<file path="config.mk">
export PLATFORM = sky130hd
export DESIGN_NAME = anode_threshold_crossing_timer_top
export DESIGN_NICKNAME = d
export VERILOG_FILES = /design/src/sv/atct_pkg.sv /design/src/sv/anode_threshold_crossing_timer_top.sv /design/src/sv/atct_eval.sv
export SDC_FILE = /design/constraint.sdc
export NUM_CORES = 1
export LEC_CHECK = 0
export BUFFER_PORTS_ARGS = -buffer_cell sky130_fd_sc_hd__buf_2
export CAP_MARGIN = 20
export CORE_MARGIN = 1.5
export CORE_UTILIZATION = 54
export CTS_CLUSTER_DIAMETER = 120
export DETAILED_ROUTE_END_ITERATION = 7
export PLACE_DENSITY = 0.83
export SETUP_SLACK_MARGIN = 0.05
export SYNTH_ARGS = -nofsm -noshare
export SYNTH_HDL_FRONTEND = slang
export SYNTH_HIERARCHICAL = 1
export SYNTH_SLANG_ARGS = --single-unit
</file>
<file path="constraint.sdc">
create_clock -name clock -period 3.29 [get_ports clock]
set_input_delay 0.4935 -clock clock [delete_from_list [all_inputs] [get_ports clock]]
set_output_delay 0.4935 -clock clock [all_outputs]
set_load 0.005 [all_outputs]
</file>
<file path="src/sv/atct_pkg.sv">
package atct_pkg;

   // Width of every threshold register and of the configuration data.
   localparam int THRESH_WIDTH = 16;
   localparam int CSR_INDEX_WIDTH = 2;
   localparam int CODE_WIDTH = 3;
   localparam int MASK_WIDTH = 5;

   // Register indexes on the configuration port.
   localparam logic [CSR_INDEX_WIDTH-1:0] CSR_LOW_NEG = 2'd0;
   localparam logic [CSR_INDEX_WIDTH-1:0] CSR_HIGH_NEG = 2'd1;
   localparam logic [CSR_INDEX_WIDTH-1:0] CSR_HIGH_POS = 2'd2;

   // Reset levels in 0.1 mV units.
   localparam logic signed [THRESH_WIDTH-1:0] LOW_NEG_RESET = -16'sd150;
   localparam logic signed [THRESH_WIDTH-1:0] HIGH_NEG_RESET = -16'sd1200;
   localparam logic signed [THRESH_WIDTH-1:0] HIGH_POS_RESET = 16'sd1200;

   // Bit positions in the crossed mask.
   localparam int FLAG_R0 = 0;
   localparam int FLAG_R1 = 1;
   localparam int FLAG_R3 = 2;
   localparam int FLAG_R2 = 3;
   localparam int FLAG_R4 = 4;

   typedef enum logic [CODE_WIDTH-1:0] {
      CROSS_NONE = 3'd0,
      CROSS_R0   = 3'd1,
      CROSS_R1   = 3'd2,
      CROSS_R3   = 3'd3,
      CROSS_R2   = 3'd4,
      CROSS_R4   = 3'd5
   } cross_code_type;

   typedef struct packed {
      logic signed [THRESH_WIDTH-1:0] low_neg;
      logic signed [THRESH_WIDTH-1:0] high_neg;
      logic signed [THRESH_WIDTH-1:0] high_pos;
   } thresh_type;

endpackage

</file>
<file path="src/sv/anode_threshold_crossing_timer_top.sv">
// A request accepted at a clock edge is evaluated from the input register and moves
// into the result register, with rsp_tvalid high, once that is free or drained.
// Throughput: one request per cycle, limited only by rsp_tready; the single
// state update (previous sample and crossed flags) is done as the request moves.
// Reset (synchronous, active high) empties both stages, clears the previous
// sample and the crossed flags, and loads the default thresholds.
module anode_threshold_crossing_timer_top #(
   parameter int SAMPLE_WIDTH = 16,
   parameter int TIME_WIDTH = 16
) (
   input  logic                                    clock,
   input  logic                                    reset,
   // Sample requests.
   input  logic                                    req_tvalid,
   output logic                                    req_tready,
   // Fields from bit 0 up: sample, sample_time, zero fill.
   input  logic [((SAMPLE_WIDTH+TIME_WIDTH+7)/8)*8-1:0] req_tdata,
   // Fields from bit 0 up: first_sample.
   input  logic                                    req_tuser,
   // Results.
   output logic                                    rsp_tvalid,
   input  logic                                    rsp_tready,
   // Fields from bit 0 up: crossed_register, crossing_time, crossed_mask,
   // zero fill.
   output logic [((TIME_WIDTH+atct_pkg::CODE_WIDTH+atct_pkg::MASK_WIDTH+7)/8)*8-1:0]
                                                   rsp_tdata,
   // Threshold writes.
   input  logic                                    csr_valid,
   output logic                                    csr_ready,
   input  logic [atct_pkg::CSR_INDEX_WIDTH-1:0]    csr_index,
   input  logic [atct_pkg::THRESH_WIDTH-1:0]       csr_wdata
);

   localparam int RSP_DATA_WIDTH =
      ((TIME_WIDTH + atct_pkg::CODE_WIDTH + atct_pkg::MASK_WIDTH + 7) / 8) * 8;
   localparam int RSP_FIELD_WIDTH =
      TIME_WIDTH + atct_pkg::CODE_WIDTH + atct_pkg::MASK_WIDTH;

   // Threshold registers. Writes are taken at any time; the user only writes
   // while no sample is in flight.
   atct_pkg::thresh_type thresh_ff, thresh_in;

   assign csr_ready = 1'b1;

   always_comb begin
      thresh_in = thresh_ff;
      if (csr_valid) begin
         unique case (csr_index)
            atct_pkg::CSR_LOW_NEG:  thresh_in.low_neg  = csr_wdata;
            atct_pkg::CSR_HIGH_NEG: thresh_in.high_neg = csr_wdata;
            atct_pkg::CSR_HIGH_POS: thresh_in.high_pos = csr_wdata;
            default: ;
         endcase
      end
   end

   // Input stage: holds one accepted request until the result register can
   // take its outcome. The whole pipeline moves when the result register is
   // free or being drained.
   logic                           in_valid_ff, in_valid_in;
   logic signed [SAMPLE_WIDTH-1:0] in_sample_ff;
   logic [TIME_WIDTH-1:0]          in_time_ff;
   logic                           in_first_ff;

   logic                           rsp_valid_ff, rsp_valid_in;
   atct_pkg::cross_code_type       rsp_code_ff;
   logic [TIME_WIDTH-1:0]          rsp_time_ff;
   logic [atct_pkg::MASK_WIDTH-1:0] rsp_mask_ff;

   logic out_free;
   logic advance;
   logic req_accept;

   assign out_free   = !rsp_valid_ff || rsp_tready;
   assign advance    = in_valid_ff && out_free;
   assign req_tready = !in_valid_ff || out_free;
   assign req_accept = req_tvalid && req_tready;

   assign in_valid_in  = req_accept || (in_valid_ff && !advance);
   assign rsp_valid_in = advance || (rsp_valid_ff && !rsp_tready);

   // Per-signal state. A first sample starts from cleared flags and a zero
   // previous sample.
   logic signed [SAMPLE_WIDTH-1:0]  prev_ff, prev_in;
   logic [atct_pkg::MASK_WIDTH-1:0] flags_ff, flags_in;
   logic signed [SAMPLE_WIDTH-1:0]  prev_use;
   logic [atct_pkg::MASK_WIDTH-1:0] flags_use;
   logic [atct_pkg::MASK_WIDTH-1:0] flags_next;
   atct_pkg::cross_code_type        code;

   assign prev_use  = in_first_ff ? '0 : prev_ff;
   assign flags_use = in_first_ff ? '0 : flags_ff;

   atct_eval #(
      .SAMPLE_WIDTH(SAMPLE_WIDTH)
   ) u_eval (
      .sample      (in_sample_ff),
      .prev_sample (prev_use),
      .flags       (flags_use),
      .thresh      (thresh_ff),
      .code        (code),
      .flags_next  (flags_next)
   );

   assign prev_in  = advance ? in_sample_ff : prev_ff;
   assign flags_in = advance ? flags_next : flags_ff;

   always_ff @(posedge clock) begin
      if (reset) begin
         thresh_ff.low_neg  <= atct_pkg::LOW_NEG_RESET;
         thresh_ff.high_neg <= atct_pkg::HIGH_NEG_RESET;
         thresh_ff.high_pos <= atct_pkg::HIGH_POS_RESET;
         in_valid_ff  <= 1'b0;
         rsp_valid_ff <= 1'b0;
         prev_ff      <= '0;
         flags_ff     <= '0;
      end else begin
         thresh_ff    <= thresh_in;
         in_valid_ff  <= in_valid_in;
         rsp_valid_ff <= rsp_valid_in;
         prev_ff      <= prev_in;
         flags_ff     <= flags_in;
      end
   end

   // Payload registers need no reset.
   always_ff @(posedge clock) begin
      if (req_accept) begin
         in_sample_ff <= req_tdata[SAMPLE_WIDTH-1:0];
         in_time_ff   <= req_tdata[SAMPLE_WIDTH+TIME_WIDTH-1:SAMPLE_WIDTH];
         in_first_ff  <= req_tuser;
      end
      if (advance) begin
         rsp_code_ff <= code;
         rsp_time_ff <= (code == atct_pkg::CROSS_NONE) ? '0 : in_time_ff;
         rsp_mask_ff <= flags_next;
      end
   end

   logic [RSP_FIELD_WIDTH-1:0] rsp_fields;

   assign rsp_fields = {rsp_mask_ff, rsp_time_ff, rsp_code_ff};
   assign rsp_tdata  = RSP_DATA_WIDTH'(rsp_fields);
   assign rsp_tvalid = rsp_valid_ff;

endmodule

</file>
<file path="src/sv/atct_eval.sv">
// Compares one sample against the previous one and picks the latch that
// fires, in the fixed order R0, R1, R3, R2, R4.
module atct_eval #(
   parameter int SAMPLE_WIDTH = 16
) (
   input  logic signed [SAMPLE_WIDTH-1:0]    sample,
   input  logic signed [SAMPLE_WIDTH-1:0]    prev_sample,
   input  logic [atct_pkg::MASK_WIDTH-1:0]   flags,
   input  atct_pkg::thresh_type              thresh,
   output atct_pkg::cross_code_type          code,
   output logic [atct_pkg::MASK_WIDTH-1:0]   flags_next
);

   localparam int CMP_WIDTH = (SAMPLE_WIDTH > atct_pkg::THRESH_WIDTH) ?
                              SAMPLE_WIDTH : atct_pkg::THRESH_WIDTH;

   logic signed [CMP_WIDTH-1:0] y;
   logic signed [CMP_WIDTH-1:0] p;
   logic signed [CMP_WIDTH-1:0] lo;
   logic signed [CMP_WIDTH-1:0] hn;
   logic signed [CMP_WIDTH-1:0] hp;
   logic is_neg;
   logic is_pos;
   logic down_low;
   logic down_high;
   logic up_high;

   assign y  = CMP_WIDTH'(sample);
   assign p  = CMP_WIDTH'(prev_sample);
   assign lo = CMP_WIDTH'(thresh.low_neg);
   assign hn = CMP_WIDTH'(thresh.high_neg);
   assign hp = CMP_WIDTH'(thresh.high_pos);

   assign is_neg = sample[SAMPLE_WIDTH-1];
   assign is_pos = !sample[SAMPLE_WIDTH-1] && (|sample);

   assign down_low  = is_neg && (p >= lo) && (y <= lo);
   assign down_high = is_neg && (p >= hn) && (y <= hn);
   assign up_high   = is_pos && (p <= hp) && (y >= hp);

   always_comb begin
      flags_next = flags;
      priority if (down_low && !flags[atct_pkg::FLAG_R0]) begin
         code = atct_pkg::CROSS_R0;
         flags_next[atct_pkg::FLAG_R0] = 1'b1;
      end else if (down_high && flags[atct_pkg::FLAG_R0] &&
                   !flags[atct_pkg::FLAG_R1]) begin
         code = atct_pkg::CROSS_R1;
         flags_next[atct_pkg::FLAG_R1] = 1'b1;
      end else if (down_high && flags[atct_pkg::FLAG_R0] &&
                   !flags[atct_pkg::FLAG_R3]) begin
         code = atct_pkg::CROSS_R3;
         flags_next[atct_pkg::FLAG_R3] = 1'b1;
      end else if (up_high && flags[atct_pkg::FLAG_R0] &&
                   !flags[atct_pkg::FLAG_R2]) begin
         code = atct_pkg::CROSS_R2;
         flags_next[atct_pkg::FLAG_R2] = 1'b1;
      end else if (up_high && flags[atct_pkg::FLAG_R0] &&
                   !flags[atct_pkg::FLAG_R4]) begin
         code = atct_pkg::CROSS_R4;
         flags_next[atct_pkg::FLAG_R4] = 1'b1;
      end else begin
         code = atct_pkg::CROSS_NONE;
      end
   end

endmodule

</file>
; ---- After elaboration in Yosys (flattened, before gate mapping)
; Index checks and enable logic that the tools add are counted.
[word_totals]
reg_bits = 128
wordCells = 75
[classes]
n_lt_le_gt_ge = 6
eq_ne = 2
n_mux = 16
n_reduce_logical = 38
[op_table]
columns = cell, n
row1 = greater-or-equal comparator 16 bit, 3
row2 = less-or-equal comparator 16 bit, 3
row3 = logical AND 1 bit, 18
row4 = two-way mux 3 bit, 6
row5 = two-way mux 16 bit, 1
row6 = OR reduction 16 bit, 1
row7 = logical NOT 1 bit, 10
row8 = two-way mux 1 bit, 6
row9 = AND reduction 2 bit, 3
row10 = two-way mux 5 bit, 1
row11 = logical OR 1 bit, 4
row12 = two-way mux 4 bit, 1
row13 = logical NOT 3 bit, 1
row14 = "equality test 2 x 1 -> 1 bit, second input constant", 1
row15 = "equality test 2 bit, second input constant", 1
row16 = logical NOT 2 bit, 1
row17 = two-way mux 2 bit, 1

; ---- Logic depth before layout (Yosys ltp)
; Gate-level depths: netlist of run 1.
[depth]
depth_word = 12
mapped_depth = 14

; ---- Cells and area by module
; Netlist of run 1, hierarchy kept.
[by_module_without_submodules]
columns = mod, instances, cells_each, area_per_inst_um2
row1 = anode_threshold_crossing_timer_top, 1, 400, 4919.7
row2 = atct_eval, 1, 322, 2423.6

; ---- Worst setup path before layout of run 1
; OpenSTA, ideal clock, no wires.
[synth_timing]
path_kind = flip-flop to flip-flop
start = reg in_first_ff
end = reg rsp_time_ff[10] (data pin)
setup_ps = 257
t_arrival_ps = 3063
t_required_ps = 3033
slack_ps = -30
stages_incl_launch_ff = 14
path_buffers = 2
path_cell_list = edfxtp_1 clkbuf_1 nor2b_1 ha_1 nand4_2 nor4_1 a2111oi_0 or4b_1 o2111ai_1 a2bb2oi_1 o22ai_1 nor3_2 buf_2 nor2b_1
[synth_via]
elab_chain_len = 12
[synth_lines]
columns = item, line
row1 = "start, declared", anode_threshold_crossing_timer_top.sv:63  ; logic in_first_ff;
row2 = "start signal, assigned", anode_threshold_crossing_timer_top.sv:131  ; in_first_ff <= req_tuser;
row3 = two-way mux 16 bit *, anode_threshold_crossing_timer_top.sv:91  ; assign prev_use = in_first_ff ? '0 : prev_ff;
row4 = net prev_use[15], anode_threshold_crossing_timer_top.sv:86  ; logic signed [SAMPLE_WIDTH-1:0] prev_use;
row5 = less-or-equal comparator 16 bit, atct_eval.sv:39  ; assign up_high = is_pos && (p <= hp) && (y >= hp);
row6 = logical AND 1 bit (2 in series), atct_eval.sv:39
row7 = logical AND 1 bit, "atct_eval.sv:54, atct_eval.sv:58"
row8 = logical AND 1 bit, atct_eval.sv:58  ; end else if (up_high && flags[atct_pkg::FLAG_R0] &&
row9 = two-way mux 3 bit, atct_eval.sv:58
row10 = two-way mux 3 bit, atct_eval.sv:54  ; end else if (up_high && flags[atct_pkg::FLAG_R0] &&
row11 = two-way mux 3 bit, atct_eval.sv:50  ; end else if (down_high && flags[atct_pkg::FLAG_R0] &&
row12 = two-way mux 3 bit, atct_eval.sv:46  ; end else if (down_high && flags[atct_pkg::FLAG_R0] &&
row13 = two-way mux 3 bit *, atct_eval.sv:43  ; priority if (down_low && !flags[atct_pkg::FLAG_R0]) begin
row14 = net code[0], anode_threshold_crossing_timer_top.sv:89  ; atct_pkg::cross_code_type code;
row15 = logical NOT 3 bit *, anode_threshold_crossing_timer_top.sv:135  ; rsp_time_ff <= (code == atct_pkg::CROSS_NONE) ? '0 : in_time_ff;
row16 = "end signal, assigned", anode_threshold_crossing_timer_top.sv:135
row17 = "end, declared", anode_threshold_crossing_timer_top.sv:67  ; logic [TIME_WIDTH-1:0] rsp_time_ff;
; Mark *: on every way through the listed nets, which the timed path passes. The rest lies on a longest branch.
; A chain may end at the register's enable or synchronous reset.

; ---- Worst setup path in the final report of run 1
[layout_timing]
start = reg in_first_ff
end = reg rsp_time_ff[13] (data pin)
; Same word-level chain as after synthesis.

==> summary.txt, run 1 <==
Timing
  • Setup TNS: 0 ps
  • Layout Skew: 7.47 ps
  • Setup violators final: 0
  • Final Hold Vio Count: 0
  • Slew headroom: 0.314
  • Crit share post-route: 0.973
  • Hold Slack: 246 ps
  • Worst-margin pin slew: 1030 ps
  • Slew Limit Fails: 0
  • Slack of the critical path: 88.1 ps
  • Minimum clock period: 3200 ps
  • RSZ-0062 raised after global routing: true
  • Peak Freq: 312 MHz

Synth
  • #FFs+latches synth: 128
  • Syn Inst Count: 722
  • Async S/R FF share, synth: 0
  • Sequential cell area fraction in the yosys report: 0.427
  • Number of synthesized flops with an enable pin: 57
  • Yosys warns: 6
  • Post-Syn Area per Cell: 10.2 sq um
  • Synth Net Count: 874
  • Main synth FF type: dfxtp_1
  • Netlist Area Pre-Place: 7340 sq um
  • Synth cell types: 56

Cells and area
  • Storage cell area: 3130 sq um
  • Finished Cell Area: 8810 sq um
  • Fill count: 1033
  • Antenna diode count: 0
  • Layout cells sized above 1: 0.263
  • Most common cell after layout, fill and taps aside: ha_1
  • Multi-input logic area: 3960 sq um
  • Most frequent cells in the layout: 96 x ha_1, 80 x buf_2, 71 x dfxtp_1, 59 x inv_1, 57 x edfxtp_1
  • Fin cells: 1011
  • Final Util: 0.665
  • Synthesis-to-layout area growth: 20.0%
  • # nets final: 974

Global route
  • GRT Util Overall: 0.241
  • Largest net degree at the start of global routing: 107
  • First-pass GRT wire length: 26.5 mm
  • Initial antenna violation count: 0
  • Number of global-route vias before repair: 5149
  • Grt ovf: 0

Status
  • Status: finished, final reports clean

Setup path
  • WP data required: 3460 ps
  • CP Launch Point: in_first_ff
  • Startpoint types: flip-flop
  • Worst EP arrival: 3380 ps
  • Critical Path End Type: flip-flop
  • Critical path class: flip-flop to flip-flop
  • Worst r2r src: in_first_ff
  • Critical path peak fanout: 21

Detailed routing
  • Routed wire length per instance: 17.0 um
  • Top sig layer: met4
  • WL final: 17.2 mm
  • WL met3: 910 um
  • Met2 Wirelength: 7.95 mm
  • Via count: 5602
  • Met1 WL: 7.95 mm
  • DRC: 0
  • Antenna viol nets, final: 0
  • Avg Vias per Cell: 5.54
  • First-iteration detailed-routing DRC count: 462
  • 1st-pass router iterations: 4

Min path
  • Worst hold start: req_tdata[4]
  • Hold crit path type: input port to flip-flop

Die
  • Die Y-Extent: 120 um
  • DIE AREA: 14300 sq um
  • Initial Util: 0.555
  • Die Width: 120 um
  • Num ports: 83
  • Cell Rows: 42
  • Core box area: 13200 sq um

Clock network
  • Sink Count: 128
  • Clock Latency Late Sink: 420 ps
  • Clock Root Buffer: clkbuf_16
  • CTS Buffer Depth: 2
  • Max H-tree Level: 4
  • Clock slew at reported path FFs: 60 ps
  • TritonCTS clock tree: yes
  • Post-CTS Hold Buffers: 0
  • CTS Buf Count: 17

Power
  • Maximum VDD drop: 495 uV
  • Leak Pwr: 3.88 nW
  • Pwr Total: 4.22 mW
  • Cell Pwr Density: 479 nW/um^2

Place
  • Dpl ws: -91.5 ps
  • Cells after DPL: 975
  • Dpl hpwl: 12.4 mm
  • Placer's final routability congestion estimate: 0.975
  • Port bufs: 81
  • Placed inst area: 7960 sq um

Run
  • Max Cap Violations: 0
## repair_timing
action,CTS,global route
resized for setup,13,32
pin swaps,3,10
buffers inserted,0,2
setup endpoints to repair,16,16
gates cloned,0,1
## registers in the layout, indices dropped and copies added (netlist names)
register / count
in_sample_ff: 16
rsp_mask_ff: 5
rsp_time_ff: 16
flags_ff: 5
thresh_ff: 48
in_valid_ff: 1
prev_ff: 16
in_first_ff: 1
in_time_ff: 16
rsp_code_ff: 3
rsp_tvalid: 1
## cell type report
class	count	area share
multi-input combinational	507	0.449
sequential	128	0.356
timing repair buffer	109	0.0754
clock buffer	18	0.0487
inverter	59	0.0251
tap	176	0.0250
clock inverter	14	0.0213
## worst paths after layout
kind         slack, ps  cells past startpoint         endpoint
max                 90                     15  rsp_time_ff[13]
min                250                      1  in_sample_ff[4]
max reg2reg         90                     15  rsp_time_ff[13]
min reg2reg        450                      2    thresh_ff[15]
## per-layer routing
metal / GRT usage / vias up
met4: 0.0878 / 0
met3: 0.0504 / 26
met1: 0.333 / 2652
met2: 0.375 / 160
li1: - / 2764
met5: 0 / -
## critical path: stages (launching register included)
cell	delay (ps)
edfxtp_1	410
buf_12	190
nor2b_1	180
buf_4	160
ha_1	230
nand4_1	90
buf_4	160
a211oi_2	60
nor4_2	330
mux2_4	340
o2111ai_4	220
o22ai_2	120
nor3_2	120
buf_4	160
clkbuf_16	150
nor2b_1	50
## power by group
group          internal, mW  switching [mW]
logic                 0.205           0.265
registers              1.74          0.0478
clock network          1.26           0.697
## synth_stat cells, types with 2 or more instances
library cell,n,area share
nor4_1,9,0.0077
and3b_1,2,0.0024
nand4_1,14,0.012
a2bb2oi_1,2,0.0024
edfxtp_1,57,0.23
or3_1,2,0.0017
nor3_2,6,0.0082
buf_2,7,0.0048
a211oi_1,6,0.0061
a21o_1,13,0.013
nand2_1,39,0.020
nand3_1,12,0.0082
o211ai_1,3,0.0031
mux2i_1,25,0.034
nor2_1,32,0.016
clkbuf_1,5,0.0026
nor2b_1,42,0.036
a221oi_1,2,0.0024
o22ai_1,2,0.0017
nand3b_1,2,0.0020
buf_12,2,0.0055
a2111oi_0,3,0.0036
nand2_2,14,0.012
buf_6,8,0.012
o2111ai_1,2,0.0024
inv_1,59,0.030
nor3_1,24,0.016
a21oi_1,52,0.035
a21oi_2,23,0.027
buf_4,5,0.0051
nand2b_1,46,0.039
dfxtp_1,71,0.19
o21ai_0,13,0.0089
ha_1,96,0.16
## logic make-up (layout without fill, tap and decap cells)
kind of cell,after synthesis,count (layout),synth area share
buf+inv,87,200,0.0624
flops,128,128,0.427
compound gates,130,130,0.117
fa+ha+maj,96,96,0.164
simple gates,254,254,0.194
other cells,1,1,0.000511
mux,26,26,0.0356
(Power assumes the default switching activity.)
==> run 2, diff against run 1 <==
RECOVER_POWER = 25   (was not set)
==> run 2 against run 1 <==
Effect of this change: cell count unchanged; fmax down 0.47%; via count down 0.39%; first-iteration DRC count down 10%; hold slack better by 2.6 ps; largest cell class unchanged; utilization down 0.44 points; sequential power about the same; critical endpoint unchanged; register-to-register slack worse by 20 ps; sequential cell count unchanged; the run now ends with max-capacitance violations, max-slew violations left; global-route usage unchanged; total power down 0.15%.
==> summary.txt, run 2 (synthesized netlist as in run 1, its figures left out) <==
Timing
  • Layout Skew: 7.05 ps
  • Setup violators final: 0
  • RSZ-0062 raised after global routing: true
  • Peak Freq: 311 MHz
  • Final Hold Vio Count: 0
  • Setup TNS: 0 ps
  • Minimum clock period: 3220 ps
  • Worst-margin pin slew: 1960 ps
  • Slew Limit Fails: 135
  • Slew headroom: -0.305
  • Crit share post-route: 0.978

Setup path
  • Crit path buf inv count: 5
  • Critical Path End Type: flip-flop
  • CP dominant cell by count: buf_4
  • Worst EP arrival: 3390 ps
  • Critical path peak fanout: 21
  • Critical path class: flip-flop to flip-flop
  • CP peak stage delay: 410 ps
  • Critical-path cell list: buf_12 -> nor2b_1 -> buf_4 -> ha_1 -> nand4_1 -> buf_4 -> a211oi_2 -> nor4_2 -> mux2_4 -> o2111ai_4 -> o22ai_2 -> nor3_2 -> buf_4 -> clkbuf_16 -> nor2b_1
  • Startpoint types: flip-flop
  • Slowest CP cell: edfxtp_1
  • CP delay by family, top: buffers and inverters
  • WP data required: 3460 ps

Cells and area
  • Antenna diode count: 0
  • Synthesis-to-layout area growth: 19.2%
  • Max reg flops: 48
  • Most frequent cells in the layout: 96 x ha_1, 78 x buf_2, 71 x dfxtp_1, 59 x inv_1, 57 x edfxtp_1
  • Most common cell after layout, fill and taps aside: ha_1
  • # nets final: 974
  • Reg with most FFs: thresh_ff
  • Fin cells: 1011
  • Layout cells sized above 1: 0.251

Clock network
  • Max H-tree Level: 4
  • Clock slew at reported path FFs: 60 ps
  • CTS Buffer Depth: 2
  • TritonCTS clock tree: yes
  • CTS Buf Count: 17
  • Clock Root Buffer: clkbuf_16
  • Clock Latency Late Sink: 420 ps
  • Sink Count: 128

Die
  • Core box area: 13200 sq um
  • DIE AREA: 14300 sq um
  • Cell Rows: 42
  • Initial Util: 0.555
  • Die Width: 120 um
  • Num ports: 83
  • Die Y-Extent: 120 um

Detailed routing
  • Antenna viol nets, final: 0
  • 1st-pass router iterations: 6
  • First-iteration detailed-routing DRC count: 416
  • Avg Vias per Cell: 5.52
  • Routed wire length per instance: 17.0 um
  • DRC: 0
  • Via count: 5580
  • WL final: 17.2 mm

Global route
  • GRT Util Overall: 0.241
  • Grt ovf: 0
  • Largest net degree at the start of global routing: 107
  • Initial antenna violation count: 0
  • First-pass GRT wire length: 26.5 mm
  • Number of global-route vias before repair: 5149

Power
  • Maximum VDD drop: 492 uV
  • Leak Pwr: 3.86 nW
  • Cell Pwr Density: 481 nW/um^2

Run
  • Max Cap Violations: 2

Min path
  • Hold crit path type: input port to flip-flop

Status
  • Failing checks: max-capacitance violations, max-slew violations
  • Status: finished with violations

Place
  • Placer's final routability congestion estimate: 0.975
  • Dpl hpwl: 12.4 mm
  • Cells after DPL: 975
  • Port bufs: 81
-- run 2: stage by stage --
stage | area [sq um] | total power, mW | hold WS (ps) | utilization | setup slack [ps]
after floorplan | 7350 | 2.10 | 436 | - | 66.7
after global placement | 7960 | 2.24 | 443 | 0.601 | -61.8
after detailed placement | 7960 | 2.25 | 450 | 0.601 | -91.5
after CTS | 8610 | 4.21 | 232 | 0.650 | -9.77
after global routing | 8750 | 4.36 | 229 | 0.661 | -3.49
final | 8750 | 4.21 | 248 | 0.661 | 72.9
-- run 2: routing by layer --
| metal | track usage | share of wire | vias to the layer above |
|---|---|---|---|
| li1 | - | - | 2759 |
| met1 | 0.333 | 0.47 | 2624 |
| met2 | 0.375 | 0.46 | 169 |
| met3 | 0.0504 | 0.051 | 28 |
| met4 | 0.0878 | 0.021 | 0 |
| met5 | 0 | 0 | - |
-- run 2: timing repair --
item | 4_1_cts | 5_1_grt
gates cloned | 0 | 1
pin swaps | 3 | 10
gates resized for setup | 13 | 32
setup buffers | 0 | 2
endpoints found under the setup margin | 16 | 16
endpoints found under the hold margin | 0 | 0
hold buffers | 0 | 0
-- run 2: cell type report --
cell class              instances  area [sq um]
multi-input cells             507          3920
well taps                     176           220
flip-flops and latches        128          3130
repair buffers                109           643
inverters                      59           221
clock buffers                  18           429
fillers                      1044          4490
clock inverters                14           188
-- run 2: path summary, 6_finish.rpt --
path	depth (start not counted)	to	from	slack, ps
worst min register to register	2	thresh_ff[15]	thresh_ff[15]	460
worst min-delay path	1	in_sample_ff[13]	req_tdata[13]	250
worst max register to register	15	rsp_time_ff[13]	in_first_ff	70
worst max-delay path	15	rsp_time_ff[13]	in_first_ff	70
-- run 2: power breakdown --
| group | internal [mW] | total (mW) | switching [mW] | leakage, nW |
|---|---|---|---|---|
| Clock | 1.26 | 1.96 | 0.696 | 0.296 |
| Combinational | 0.201 | 0.464 | 0.262 | 2.43 |
| Sequential | 1.74 | 1.79 | 0.0475 | 1.14 |
